**src/rtl/core/tfc_pkg.sv**
```systemverilog
`timescale 1ns / 1ps
`default_nettype none
// ----------------------------------------------------------------------------
// tfc_pkg: shared types and constants for the thermal false-color core
// Field widths, quotient size, sequencer states and divider control.
// ----------------------------------------------------------------------------
package tfc_pkg;

    // fixed port field widths
    localparam int SAMPLE_W        = 16;
    localparam int COLOUR_W        = 16;

    // default number of significant sample bits
    localparam int SAMPLE_BITS_DEF = 16;

    // scaled value: 8-bit quotient, one bit resolved per cycle
    localparam int Q_W             = 8;
    localparam int CNT_W           = $clog2(Q_W);
    localparam logic [Q_W-1:0] Q_MAX = {Q_W{1'b1}};

    // top-level sequencer
    typedef enum logic [1:0] {
        ST_IDLE,
        ST_DIV,
        ST_OUT
    } tfc_state_t;

    // divider launch control
    typedef struct packed {
        logic start;
        logic force_zero;
        logic force_max;
    } div_ctl_t;

endpackage
`default_nettype wire

```
**src/rtl/core/thermal_false_colour_rgb565_core.sv**
```systemverilog
`timescale 1ns / 1ps
`default_nettype none
// Flow: an accepted item runs through the 8-step bit-serial divider, the
//   scaled value register and the output register; no new item is accepted
//   until the result is loaded into the output register, and a finished result
//   waits in the output register while the next item is accepted.
// Reset: asynchronous, active low; clears control, reference low/high to 0
//   (first frame maps to zero) and running low/high to all-ones/zero.
// ----------------------------------------------------------------------------
// thermal_false_colour_rgb565_core: autoranging false-color mapper
// Scales each sample against the previous frame's low/high, maps it to a
// blue-green-red ramp and emits byte-swapped RGB565.
// ----------------------------------------------------------------------------
module thermal_false_colour_rgb565_core #(
    parameter int SAMPLE_BITS = tfc_pkg::SAMPLE_BITS_DEF
) (
    input  wire logic                            clk,
    input  wire logic                            rst_n,
    input  wire logic                            s_axis_tvalid,
    output logic                                 s_axis_tready,
    input  wire logic [tfc_pkg::SAMPLE_W-1:0]    s_axis_tdata,  // [15:0] sample
    input  wire logic                            s_axis_tlast,  // frame_last
    output logic                                 m_axis_tvalid,
    input  wire logic                            m_axis_tready,
    output logic      [tfc_pkg::COLOUR_W-1:0]    m_axis_tdata,  // [15:0] colour_swapped
    output logic                                 m_axis_tlast   // frame_end
);
    import tfc_pkg::*;

    tfc_state_t state_reg, state_next;

    logic [SAMPLE_BITS-1:0] ref_low_reg, ref_low_next;
    logic [SAMPLE_BITS-1:0] ref_high_reg, ref_high_next;
    logic [SAMPLE_BITS-1:0] run_low_reg, run_low_next;
    logic [SAMPLE_BITS-1:0] run_high_reg, run_high_next;

    logic                   last_reg, last_next;
    logic [Q_W-1:0]         v_reg, v_next;
    logic                   out_valid_reg, out_valid_next;
    logic [COLOUR_W-1:0]    out_data_reg, out_data_next;
    logic                   out_last_reg, out_last_next;

    logic                   in_accept;
    logic                   out_load;
    logic [SAMPLE_BITS-1:0] sample;
    logic [SAMPLE_BITS-1:0] diff;
    logic [SAMPLE_BITS-1:0] span;
    logic                   range_ok;
    div_ctl_t               div_ctl;
    logic                   div_done;
    logic [Q_W-1:0]         div_q;
    logic [COLOUR_W-1:0]    colour;

    assign sample    = s_axis_tdata[SAMPLE_BITS-1:0];
    assign in_accept = s_axis_tvalid && s_axis_tready;
    assign out_load  = (state_reg == ST_OUT) && (!out_valid_reg || m_axis_tready);

    // divider setup against the current (previous frame) reference
    always_comb
    begin
        range_ok           = (ref_high_reg > ref_low_reg);
        diff               = sample - ref_low_reg;
        span               = ref_high_reg - ref_low_reg;
        div_ctl.start      = in_accept;
        div_ctl.force_zero = !range_ok || (sample < ref_low_reg);
        div_ctl.force_max  = range_ok && (sample >= ref_low_reg) && (diff >= span);
    end

    tfc_divider #(
        .SAMPLE_BITS (SAMPLE_BITS)
    ) u_divider (
        .clk      (clk),
        .rst_n    (rst_n),
        .ctl      (div_ctl),
        .numer    (diff),
        .denom    (span),
        .done     (div_done),
        .quotient (div_q)
    );

    tfc_colour u_colour (
        .v              (v_reg),
        .colour_swapped (colour)
    );

    // sequencer next state
    always_comb
    begin
        state_next = state_reg;
        unique case (state_reg)
            ST_IDLE:
            begin
                if (in_accept)
                begin
                    state_next = ST_DIV;
                end
            end
            ST_DIV:
            begin
                if (div_done)
                begin
                    state_next = ST_OUT;
                end
            end
            ST_OUT:
            begin
                if (out_load)
                begin
                    state_next = ST_IDLE;
                end
            end
            default:
            begin
                state_next = ST_IDLE;
            end
        endcase
    end

    // sequencer outputs
    always_comb
    begin
        s_axis_tready = 1'b0;
        unique case (state_reg)
            ST_IDLE: s_axis_tready = 1'b1;
            ST_DIV:  s_axis_tready = 1'b0;
            ST_OUT:  s_axis_tready = 1'b0;
            default: s_axis_tready = 1'b0;
        endcase
    end

    // running and reference low/high
    always_comb
    begin
        run_low_next  = run_low_reg;
        run_high_next = run_high_reg;
        ref_low_next  = ref_low_reg;
        ref_high_next = ref_high_reg;
        if (in_accept)
        begin
            if (sample < run_low_reg)
            begin
                run_low_next = sample;
            end
            if (sample > run_high_reg)
            begin
                run_high_next = sample;
            end
            if (s_axis_tlast)
            begin
                ref_low_next  = run_low_next;
                ref_high_next = run_high_next;
                run_low_next  = '1;
                run_high_next = '0;
            end
        end
    end

    // item payload and output register
    always_comb
    begin
        last_next      = in_accept ? s_axis_tlast : last_reg;
        v_next         = div_done ? div_q : v_reg;
        out_valid_next = out_valid_reg;
        out_data_next  = out_data_reg;
        out_last_next  = out_last_reg;
        if (out_load)
        begin
            out_valid_next = 1'b1;
            out_data_next  = colour;
            out_last_next  = last_reg;
        end
        else if (m_axis_tready)
        begin
            out_valid_next = 1'b0;
        end
    end

    always_ff @(posedge clk or negedge rst_n)
    begin
        if (!rst_n)
        begin
            state_reg     <= ST_IDLE;
            ref_low_reg   <= '0;
            ref_high_reg  <= '0;
            run_low_reg   <= '1;
            run_high_reg  <= '0;
            out_valid_reg <= 1'b0;
        end
        else
        begin
            state_reg     <= state_next;
            ref_low_reg   <= ref_low_next;
            ref_high_reg  <= ref_high_next;
            run_low_reg   <= run_low_next;
            run_high_reg  <= run_high_next;
            out_valid_reg <= out_valid_next;
        end
    end

    always_ff @(posedge clk)
    begin
        last_reg     <= last_next;
        v_reg        <= v_next;
        out_data_reg <= out_data_next;
        out_last_reg <= out_last_next;
    end

    assign m_axis_tvalid = out_valid_reg;
    assign m_axis_tdata  = out_data_reg;
    assign m_axis_tlast  = out_last_reg;

`ifndef SYNTHESIS
    a_done_in_div: assert property (@(posedge clk) disable iff (!rst_n)
        div_done |-> (state_reg == ST_DIV))
        else $error("divider finished outside the divide state");

    a_load_sets_valid: assert property (@(posedge clk) disable iff (!rst_n)
        out_load |=> (out_valid_reg && state_reg == ST_IDLE))
        else $error("output load did not present a result");

    a_accept_starts_div: assert property (@(posedge clk) disable iff (!rst_n)
        in_accept |=> (state_reg == ST_DIV && !s_axis_tready))
        else $error("accepted item did not start the divider");
`endif

endmodule
`default_nettype wire

```
**src/rtl/core/tfc_divider.sv**
```systemverilog
`timescale 1ns / 1ps
`default_nettype none
// ----------------------------------------------------------------------------
// tfc_divider: bit-serial restoring divider
// Computes (numer * 256) / denom for numer < denom, one quotient bit per
// cycle into a shift register; forced results still run every step.
// ----------------------------------------------------------------------------
module tfc_divider #(
    parameter int SAMPLE_BITS = tfc_pkg::SAMPLE_BITS_DEF
) (
    input  wire logic                     clk,
    input  wire logic                     rst_n,
    input  wire tfc_pkg::div_ctl_t        ctl,
    input  wire logic [SAMPLE_BITS-1:0]   numer,
    input  wire logic [SAMPLE_BITS-1:0]   denom,
    output logic                          done,
    output logic [tfc_pkg::Q_W-1:0]       quotient
);
    import tfc_pkg::*;

    localparam logic [CNT_W-1:0] CNT_LAST = CNT_W'(Q_W - 1);

    logic                   busy_reg, busy_next;
    logic                   done_reg, done_next;
    logic [CNT_W-1:0]       cnt_reg, cnt_next;
    logic [SAMPLE_BITS-1:0] rem_reg, rem_next;
    logic [SAMPLE_BITS-1:0] den_reg, den_next;
    logic [Q_W-1:0]         quo_reg, quo_next;
    logic                   fz_reg, fz_next;
    logic                   fm_reg, fm_next;

    logic [SAMPLE_BITS:0]   shifted;
    logic [SAMPLE_BITS:0]   trial;
    logic                   fits;

    // one restoring step: shift remainder, trial subtract
    always_comb
    begin
        shifted = {rem_reg, 1'b0};
        trial   = shifted - {1'b0, den_reg};
        fits    = (shifted >= {1'b0, den_reg});
    end

    // control next state
    always_comb
    begin
        busy_next = busy_reg;
        done_next = 1'b0;
        cnt_next  = cnt_reg;
        if (ctl.start)
        begin
            busy_next = 1'b1;
            cnt_next  = '0;
        end
        else if (busy_reg)
        begin
            cnt_next = cnt_reg + 1'b1;
            if (cnt_reg == CNT_LAST)
            begin
                busy_next = 1'b0;
                done_next = 1'b1;
            end
        end
    end

    // datapath next state
    always_comb
    begin
        rem_next = rem_reg;
        den_next = den_reg;
        quo_next = quo_reg;
        fz_next  = fz_reg;
        fm_next  = fm_reg;
        if (ctl.start)
        begin
            rem_next = numer;
            den_next = denom;
            quo_next = '0;
            fz_next  = ctl.force_zero;
            fm_next  = ctl.force_max;
        end
        else if (busy_reg)
        begin
            rem_next = fits ? trial[SAMPLE_BITS-1:0] : shifted[SAMPLE_BITS-1:0];
            quo_next = {quo_reg[Q_W-2:0], fits};
        end
    end

    always_ff @(posedge clk or negedge rst_n)
    begin
        if (!rst_n)
        begin
            busy_reg <= 1'b0;
            done_reg <= 1'b0;
            cnt_reg  <= '0;
        end
        else
        begin
            busy_reg <= busy_next;
            done_reg <= done_next;
            cnt_reg  <= cnt_next;
        end
    end

    always_ff @(posedge clk)
    begin
        rem_reg <= rem_next;
        den_reg <= den_next;
        quo_reg <= quo_next;
        fz_reg  <= fz_next;
        fm_reg  <= fm_next;
    end

    // result, with clamps applied
    assign done     = done_reg;
    assign quotient = fz_reg ? '0 : (fm_reg ? Q_MAX : quo_reg);

`ifndef SYNTHESIS
    a_start_busy: assert property (@(posedge clk) disable iff (!rst_n)
        ctl.start |=> busy_reg)
        else $error("divider did not go busy after start");

    a_last_step_done: assert property (@(posedge clk) disable iff (!rst_n)
        (busy_reg && !ctl.start && cnt_reg == CNT_LAST) |=> (done_reg && !busy_reg))
        else $error("divider did not finish after last step");

    a_rem_below_den: assert property (@(posedge clk) disable iff (!rst_n)
        (busy_reg && !fz_reg && !fm_reg) |-> (rem_reg < den_reg))
        else $error("divider remainder not below divisor");
`endif

endmodule
`default_nettype wire

```
**src/rtl/core/tfc_colour.sv**
```systemverilog
`timescale 1ns / 1ps
`default_nettype none
// ----------------------------------------------------------------------------
// tfc_colour: scaled value to byte-swapped RGB565
// Blue/green/red ramps, 8-bit to 5/6-bit rescale, pack and byte swap.
// ----------------------------------------------------------------------------
module tfc_colour (
    input  wire logic [tfc_pkg::Q_W-1:0]      v,
    output logic      [tfc_pkg::COLOUR_W-1:0] colour_swapped
);
    import tfc_pkg::*;

    localparam logic [8:0] MID = 9'd128;

    logic [8:0]  v9;
    logic [8:0]  red;
    logic [8:0]  blue;
    logic [8:0]  green;
    logic [8:0]  mid_dist;
    logic [15:0] r_prod;
    logic [15:0] g_prod;
    logic [15:0] b_prod;
    logic [15:0] r_q;
    logic [15:0] g_q;
    logic [15:0] b_q;
    logic [15:0] c;

    // x / 255 for x below 65280, shift-and-add form
    function automatic logic [15:0] div255(input logic [15:0] x);
        logic [15:0] s;
        s = x + (x >> 8) + 16'd1;
        return s >> 8;
    endfunction

    always_comb
    begin
        v9 = {1'b0, v};

        // ramps
        red  = (v9 > MID) ? ((v9 - MID) << 1) : 9'd0;
        if (red > 9'd255)
        begin
            red = 9'd255;
        end
        blue = (v9 < MID) ? ((MID - v9) << 1) : 9'd0;
        if (blue > 9'd255)
        begin
            blue = 9'd255;
        end
        mid_dist = (v9 >= MID) ? (v9 - MID) : (MID - v9);
        green    = (MID - mid_dist) << 1;

        // 31*(r+4), 63*(g+2), 31*(b+4) by shift and subtract
        r_prod = ((16'(red)   + 16'd4) << 5) - (16'(red)   + 16'd4);
        g_prod = ((16'(green) + 16'd2) << 6) - (16'(green) + 16'd2);
        b_prod = ((16'(blue)  + 16'd4) << 5) - (16'(blue)  + 16'd4);

        r_q = div255(r_prod);
        g_q = div255(g_prod);
        b_q = div255(b_prod);

        // pack RGB565 and swap bytes
        c = {r_q[4:0], g_q[5:0], b_q[4:0]};
        colour_swapped = {c[7:0], c[15:8]};
    end

endmodule
`default_nettype wire
```
**config.mk**
```make
export PLATFORM = sky130hd
export DESIGN_NAME = thermal_false_colour_rgb565_core
export DESIGN_NICKNAME = d
export VERILOG_FILES = /design/src/rtl/core/tfc_pkg.sv /design/src/rtl/core/thermal_false_colour_rgb565_core.sv /design/src/rtl/core/tfc_divider.sv /design/src/rtl/core/tfc_colour.sv
export SDC_FILE = /design/constraint.sdc
export NUM_CORES = 1
export LEC_CHECK = 0
export BUFFER_PORTS_ARGS = -buffer_cell sky130_fd_sc_hd__clkbuf_2
export CELL_PAD_IN_SITES_DETAIL_PLACEMENT = 1
export CELL_PAD_IN_SITES_GLOBAL_PLACEMENT = 2
export CORE_MARGIN = 2
export CORE_UTILIZATION = 35
export CTS_CLUSTER_SIZE = 28
export DETAILED_ROUTE_END_ITERATION = 8
export MAX_ROUTING_LAYER = met4
export PLACE_DENSITY = 0.78
export SLEW_MARGIN = 20
export SYNTH_ARGS = -nofsm -noshare
export SYNTH_HDL_FRONTEND = slang
export SYNTH_SLANG_ARGS = --single-unit
```
**constraint.sdc**
```tcl
create_clock -name clk -period 15.08 [get_ports clk]
set_input_delay 0.754 -clock clk [delete_from_list [all_inputs] [get_ports clk]]
set_output_delay 0.754 -clock clk [all_outputs]
set_load 0.005 [all_outputs]
```
==> flow_metrics.tcl, run 1 <==
set metrics [dict create \
    clk_latency_ps 440 \
    core_sq_um 33530 \
    num_vias 9529 \
    rsz0062_at_grt "no" \
    synthArstFlopShare_pct 51.43 \
    synth_cell_types 98 \
    power_density_nw_per_um2 227.1 \
    arrival_ps 6520 \
    slew-limit-headroom_pct 29.41 \
    worst_slew_pin_slew_ps 1054 \
    synth_top_area_cell "edfxtp_1" \
    yosysSeqAreaShare_pct 31.79 \
    n_antenna_cell 0 \
    drtPass1Iterations 4 \
    synthFlopType "edfxtp_1" \
    cts_resized 0 \
    hp-class "input pin to async pin" \
    regArea_sq_um 3784 \
    via_per_inst 5.297 \
    syn_nets 1476 \
    synth_edf_count 60 \
    cts_buffers 17 \
    finalSetupViolations 0 \
    grt_max_degree 73 \
    ys.warnings.count 0 \
    yosysMostFrequentCell "ha_1" \
    ant_nets 0 \
    fin_hold_ws_ps 426.5 \
    grt_pass1_wl_um 51410 \
    drt-initial-drc-count 477 \
    maxCapViolations 0 \
    fin_crit_sh_pct 42.08 \
    gp_congestion 0.8328 \
    path_class "flip-flop to flip-flop" \
    dp.cells 1767 \
    route.detailed.drc 0 \
    rows 67 \
    multi_input_area_sq_um 7478 \
    drive_above_1_share_pct 10.44 \
    ir_worst_vdd_uv 104.7 \
    clockBufferDepth 2 \
    ys_top_cells_by_count "ha_1 (134), nor2_1 (129), inv_1 (122), nand2_1 (87), a21oi_1 (66)" \
    hold_viol 0 \
    hpwl_um 23320 \
    boundaryPins 40 \
    synth_top_area_share_pct 15.14 \
    path_max_fanout 13 \
    wirelength_um 29930 \
    gr-usage-all-layers_pct 18.35 \
    worst_setup_path_end_kind "flip-flop" \
    cts_hold_buf 0 \
    die_area_sq_um 35490 \
    synth-seq-cells 140 \
    final_core_util_pct 39.26 \
    finalPower_mw 2.990 \
    overflow 0 \
    netlist_instances 1318 \
    yosys-top-cells-area "edfxtp_1 (15%), ha_1 (14%), dfrtp_1 (12%), nor2_1 (4.1%), inv_1 (3.8%)" \
    netlist_area_sq_um 11900 \
    htree_num_levels 4 \
    io_buffers 39 \
    nets 1496 \
    fin_crit_ps 6346 \
    cts_tree "built" \
    stdcell_area_sq_um 13160 \
    finalSetupTns_ps 0 \
    place_area_sq_um 12540 \
    routedWlPerCell_um 16.64 \
    antenna_found_initial 0 \
    status "complete, no violations" \
    cts-root-buf "clkbuf_16" \
    max_freq_ghz 0.1576 \
    layoutNonFillerInstCount 1799 \
    setup_ws_ps 8734 \
    fin_worst_skew_ps 11.56 \
    preCtsSetupSlack_ps 8731 \
    initial_core_util_pct 35.49 \
    die_w_um 188.4 \
    path_clk_slew_ps 60 \
    worstSetupStartpointType "flip-flop" \
    die_y_um 188.4 \
    cts.sinks 140 \
    grt_pass1_vias 9830 \
    p_leak_nw 5.860 \
    post_cts_buffers 0 \
    worst_ep_required_time_ps 15250 \
    slew_viol_final 0 \
    avgSynthCellArea_sq_um 9.029 \
    syn_to_final_growth_pct 10.62 \
    nFillCells 3937 \
]
-- cells in the final DEF, fill, tap and decap left out, types with 25 or more instances in the layout --
master,Yosys,layout
nor3_1,36,36
mux2i_1,40,40
dfrtp_1,56,56
ha_1,134,134
nand2_1,87,87
xor2_1,31,31
a21oi_1,66,65
nand4_1,25,25
nor2_1,129,129
inv_1,122,122
o21a_1,26,26
xnor2_1,52,52
o21ai_0,62,62
clkbuf_2,0,38
a21o_1,28,28
edfxtp_1,60,60
-- cell type report --
class	instances	area share, %
Clock buffer	19	3.612
Clock inverter	13	1.141
Inverter	126	3.593
Multi-Input combinational cell	1008	56.81
Sequential cell	140	28.74
Tap cell	448	4.258
Timing Repair Buffer	45	1.844
-- critical path, cell delays in order, from the launching register on --
cell and delay (ps):
edfxtp_1 690, clkinv_1 500, ha_1 450, xor2_1 280, a21oi_1 220, nor3_1 360, nand4_1 140, o21ai_0 120
a21oi_1 90, o32ai_1 220, xor2_1 340, ha_1 390, o21a_1 220, nor2_1 150, a21oi_2 80, xnor2_2 290
ha_1 340, and3_1 200, a221oi_1 330, a221oi_2 120, o21ai_4 260, nor2_1 110, xor2_1 170
-- kinds of logic (layout without fill, tap and decap cells) --
kind of cell / Yosys count / count (layout) / synth area share [%]
adders and majority gates: 137 / 137 / 14.59
xor gates and xnor gates: 88 / 88 / 6.992
DFF: 140 / 140 / 31.79
AOI/OAI and AO/OA: 341 / 341 / 20.67
muxes: 43 / 43 / 3.648
and+or+nand+nor: 398 / 398 / 16.73
other: 1 / 1 / 0.03151
buffers and inverters: 170 / 203 / 5.541
-- routing by layer --
layer  track usage [%]  part of all wire, %
met5                 -                    0
met4             4.327                  1.1
met2             29.04                   47
met3             2.775                  2.1
met1             24.77                   50
-- final timing paths --
kind,startpoint,endpoint,slack [ps],cells after the start
min in group clk,last_reg$_DFFE_PP_,m_axis_tlast$_DFFE_PP_,450,0
setup / recovery,v_reg[0]$_SDFFCE_PP0P_,m_axis_tdata[15]$_DFFE_PP_,8730,22
hold / removal,rst_n,ref_low_reg[12]$_DFFE_PN0P_,430,1
setup reg to reg,v_reg[0]$_SDFFCE_PP0P_,m_axis_tdata[15]$_DFFE_PP_,8730,22
hold reg to reg,last_reg$_DFFE_PP_,m_axis_tlast$_DFFE_PP_,450,0
max in group asynchronous,rst_n,ref_low_reg[10]$_DFFE_PN0P_,13980,1
-- power breakdown --
part	switching, mW	leakage, nW	internal [mW]	total (mW)
logic	1.01	4.05	0.793	1.80
clock network	0.179	0.303	0.267	0.446
registers	0.118	1.51	0.623	0.740
(Power assumes the default switching activity.)
==> inputs of run 2 (changes only) <==
Settings changed: ABC_AREA set to 1, PLACE_DENSITY 0.78 to 0.81.
Clock period 15.08 ns to 6.5 ns, I/O delays scaled along.
==> run 2 against run 1 <==
Compared with the run above: hold slack lost 380 ps; core utilization grew 0.12 points; clock skew shrank 1.9 ps; highest routed layer unchanged.
==> flow_metrics.tcl, run 2 <==
set metrics [dict create \
    io_buffers 39 \
    status "complete, no violations" \
    hpwl_um 23360 \
    via_per_inst 4.913 \
    wirelength_um 29960 \
    cts_buffers 17 \
    antenna_found_initial 0 \
    worst_setup_path_end_kind "flip-flop" \
    clk_latency_ps 430 \
    final_cell_mix "nand2_1 (300), inv_1 (230), ha_1 (134)" \
    gr-usage-all-layers_pct 18.92 \
    fin_crit_ps 5386 \
    cts_resized 0 \
    nets 1662 \
    startpoint "v_reg[0]$_SDFFCE_PP0P_" \
    worstSetupStartpointType "flip-flop" \
    grt_max_degree 73 \
    finalSetupViolations 0 \
    n_antenna_cell 0 \
    initial_core_util_pct 35.45 \
    path_class "flip-flop to flip-flop" \
    finalSetupTns_ps 0 \
    syn_to_final_growth_pct 11.08 \
    ir_worst_vdd_uv 227.3 \
    rows 66 \
    maxCapViolations 0 \
    p_clk_share_pct 14.8 \
    ys_top_cells_by_count "nand2_1 (301), inv_1 (231), ha_1 (134), o21ai_0 (115), nor2_1 (85)" \
    gp_congestion 0.8365 \
    grt_pass1_wl_um 50470 \
    rsz0062_at_grt "no" \
    yosys-top-cells-area "edfxtp_1 (16%), ha_1 (15%), dfrtp_1 (12%), nand2_1 (9.8%), inv_1 (7.6%)" \
    synth-seq-cells 140 \
    ant_nets 0 \
    synth_top_area_share_pct 15.70 \
    routedWlPerCell_um 15.29 \
    post_cts_buffers 0 \
    synthFlopType "edfxtp_1" \
    seqPwrFrac_pct 24.3 \
    clockBufferDepth 2 \
    netlist_instances 1475 \
    r2r-start "v_reg[0]$_SDFFCE_PP0P_" \
    drtPass1Iterations 4 \
    route.detailed.drc 0 \
    arrival_ps 5550 \
    fin_worst_skew_ps 9.681 \
    core_sq_um 32370 \
    boundaryPins 40 \
    grt_pass1_vias 10270 \
    die_w_um 185.1 \
    worst_slew_pin_slew_ps 954.7 \
    htree_num_levels 4 \
    yosysSeqAreaShare_pct 32.97 \
    cts_tree "built" \
    swShare_pct 47.27 \
    path_max_fanout 15 \
    die_y_um 185.1 \
    synth_top_area_cell "edfxtp_1" \
    cts.sinks 140 \
    p_leak_nw 6.267 \
    path_clk_slew_ps 60 \
    ys.warnings.count 0 \
    drive_above_1_share_pct 11.73 \
    power.internal_mw 3.537 \
    avgSynthCellArea_sq_um 7.780 \
    netlist_area_sq_um 11480 \
    slew-limit-headroom_pct 36.35 \
    syn_nets 1633 \
    final_core_util_pct 39.38 \
    finalPower_mw 6.708 \
    overflow 0 \
    num_vias 9624 \
    pwr-share-comb_pct 60.9 \
    die_area_sq_um 34250 \
    drt-initial-drc-count 377 \
    power_density_nw_per_um2 526.2 \
    synth_cell_types 60 \
    max_freq_ghz 0.1857 \
    fin_crit_sh_pct 82.87 \
    synthArstFlopShare_pct 51.43 \
    worst_ep_required_time_ps 6670 \
    hp-class "input pin to async pin" \
    cts_hold_buf 0 \
    switchingPower_mw 3.171 \
    synth_edf_count 60 \
    slew_viol_final 0 \
    yosysMostFrequentCell "nand2_1" \
    cts-root-buf "clkbuf_16" \
    layout_commonest_cell "nand2_1" \
    hold_viol 0 \
]
-- run 2: stage by stage --
stage          cells  hold slack [ps]  setup WS (ps)  instance area, sq um
2_1_floorplan   1475            29.41           1702                 11480
3_3_place_gp    1927            405.2           1300                 12130
5_1_grt         1959            105.5          550.7                 12750
3_5_place_dp    1927            423.4           1117                 12130
6_report        1959            47.22           1114                 12750
4_1_cts         1959            80.07           1104                 12730
-- run 2: power by group through the flow --
stage	registers, mW	logic, mW	clock network, mW
after floorplan	1.58	3.13	0
after detailed placement	1.65	4.11	0
after global routing	1.67	4.78	1.05
after CTS	1.63	4.15	1.02
after global placement	1.64	3.96	0
final	1.63	4.08	0.994
-- run 2: worst max-delay path: stages, from the launching register on --
cell and delay [ps]:
edfxtp_1 500, inv_2 270, nand4_1 160, nor2_1 110, ha_1 260, inv_1 220, nand2_1 220, ha_1 220
nand3_1 120, xnor2_1 440, inv_1 90, ha_1 360, nand2_1 130, o21ai_0 120, o21ai_1 200, nand2_1 120
nor3_1 200, xor2_1 300, ha_1 310, a21o_1 190, o21ai_1 150, o2111ai_2 210, xor2_1 200
-- run 2: logic make-up (layout without fill, tap and decap cells) --
| kind of cell | Yosys count | in the layout | synth area share [%] |
|---|---|---|---|
| flops | 140 | 140 | 32.97 |
| xor+xnor | 85 | 85 | 6.847 |
| other cells | 1 | 1 | 0.03268 |
| simple gates | 547 | 547 | 21.64 |
| compound gates | 287 | 287 | 14.14 |
| fa+ha+maj | 137 | 137 | 15.13 |
| buf+inv | 278 | 320 | 9.235 |
-- run 2: layout make-up --
class | count | area (sq um)
Timing Repair Buffer | 42 | 220.2
Multi-Input combinational cell | 1057 | 6666
Clock buffer | 23 | 530.5
Inverter | 246 | 924.6
Tap cell | 442 | 553.0
Sequential cell | 140 | 3784
Fill cell | 4012 | 19620
Clock inverter | 9 | 68.82
-- run 2: per-layer routing --
metal	share of wire, %	GRT usage [%]
met5	0	-
met4	1.4	4.667
met3	1.3	2.104
met2	52	33.93
met1	46	22.64
-- run 2: worst paths after layout --
kind | endpoint | slack [ps] | cells past startpoint
worst min-delay path | ref_low_reg[3]$_DFFE_PN0P_ | 50 | 1
worst max register to register | m_axis_tdata[9]$_DFFE_PP_ | 1110 | 22
max in group asynchronous | u_divider.cnt_reg[0]$_DFFE_PN0P_ | 5830 | 1
min in group clk | last_reg$_DFFE_PP_ | 200 | 1
worst max-delay path | m_axis_tdata[9]$_DFFE_PP_ | 1110 | 22
worst min register to register | m_axis_tlast$_DFFE_PP_ | 440 | 0
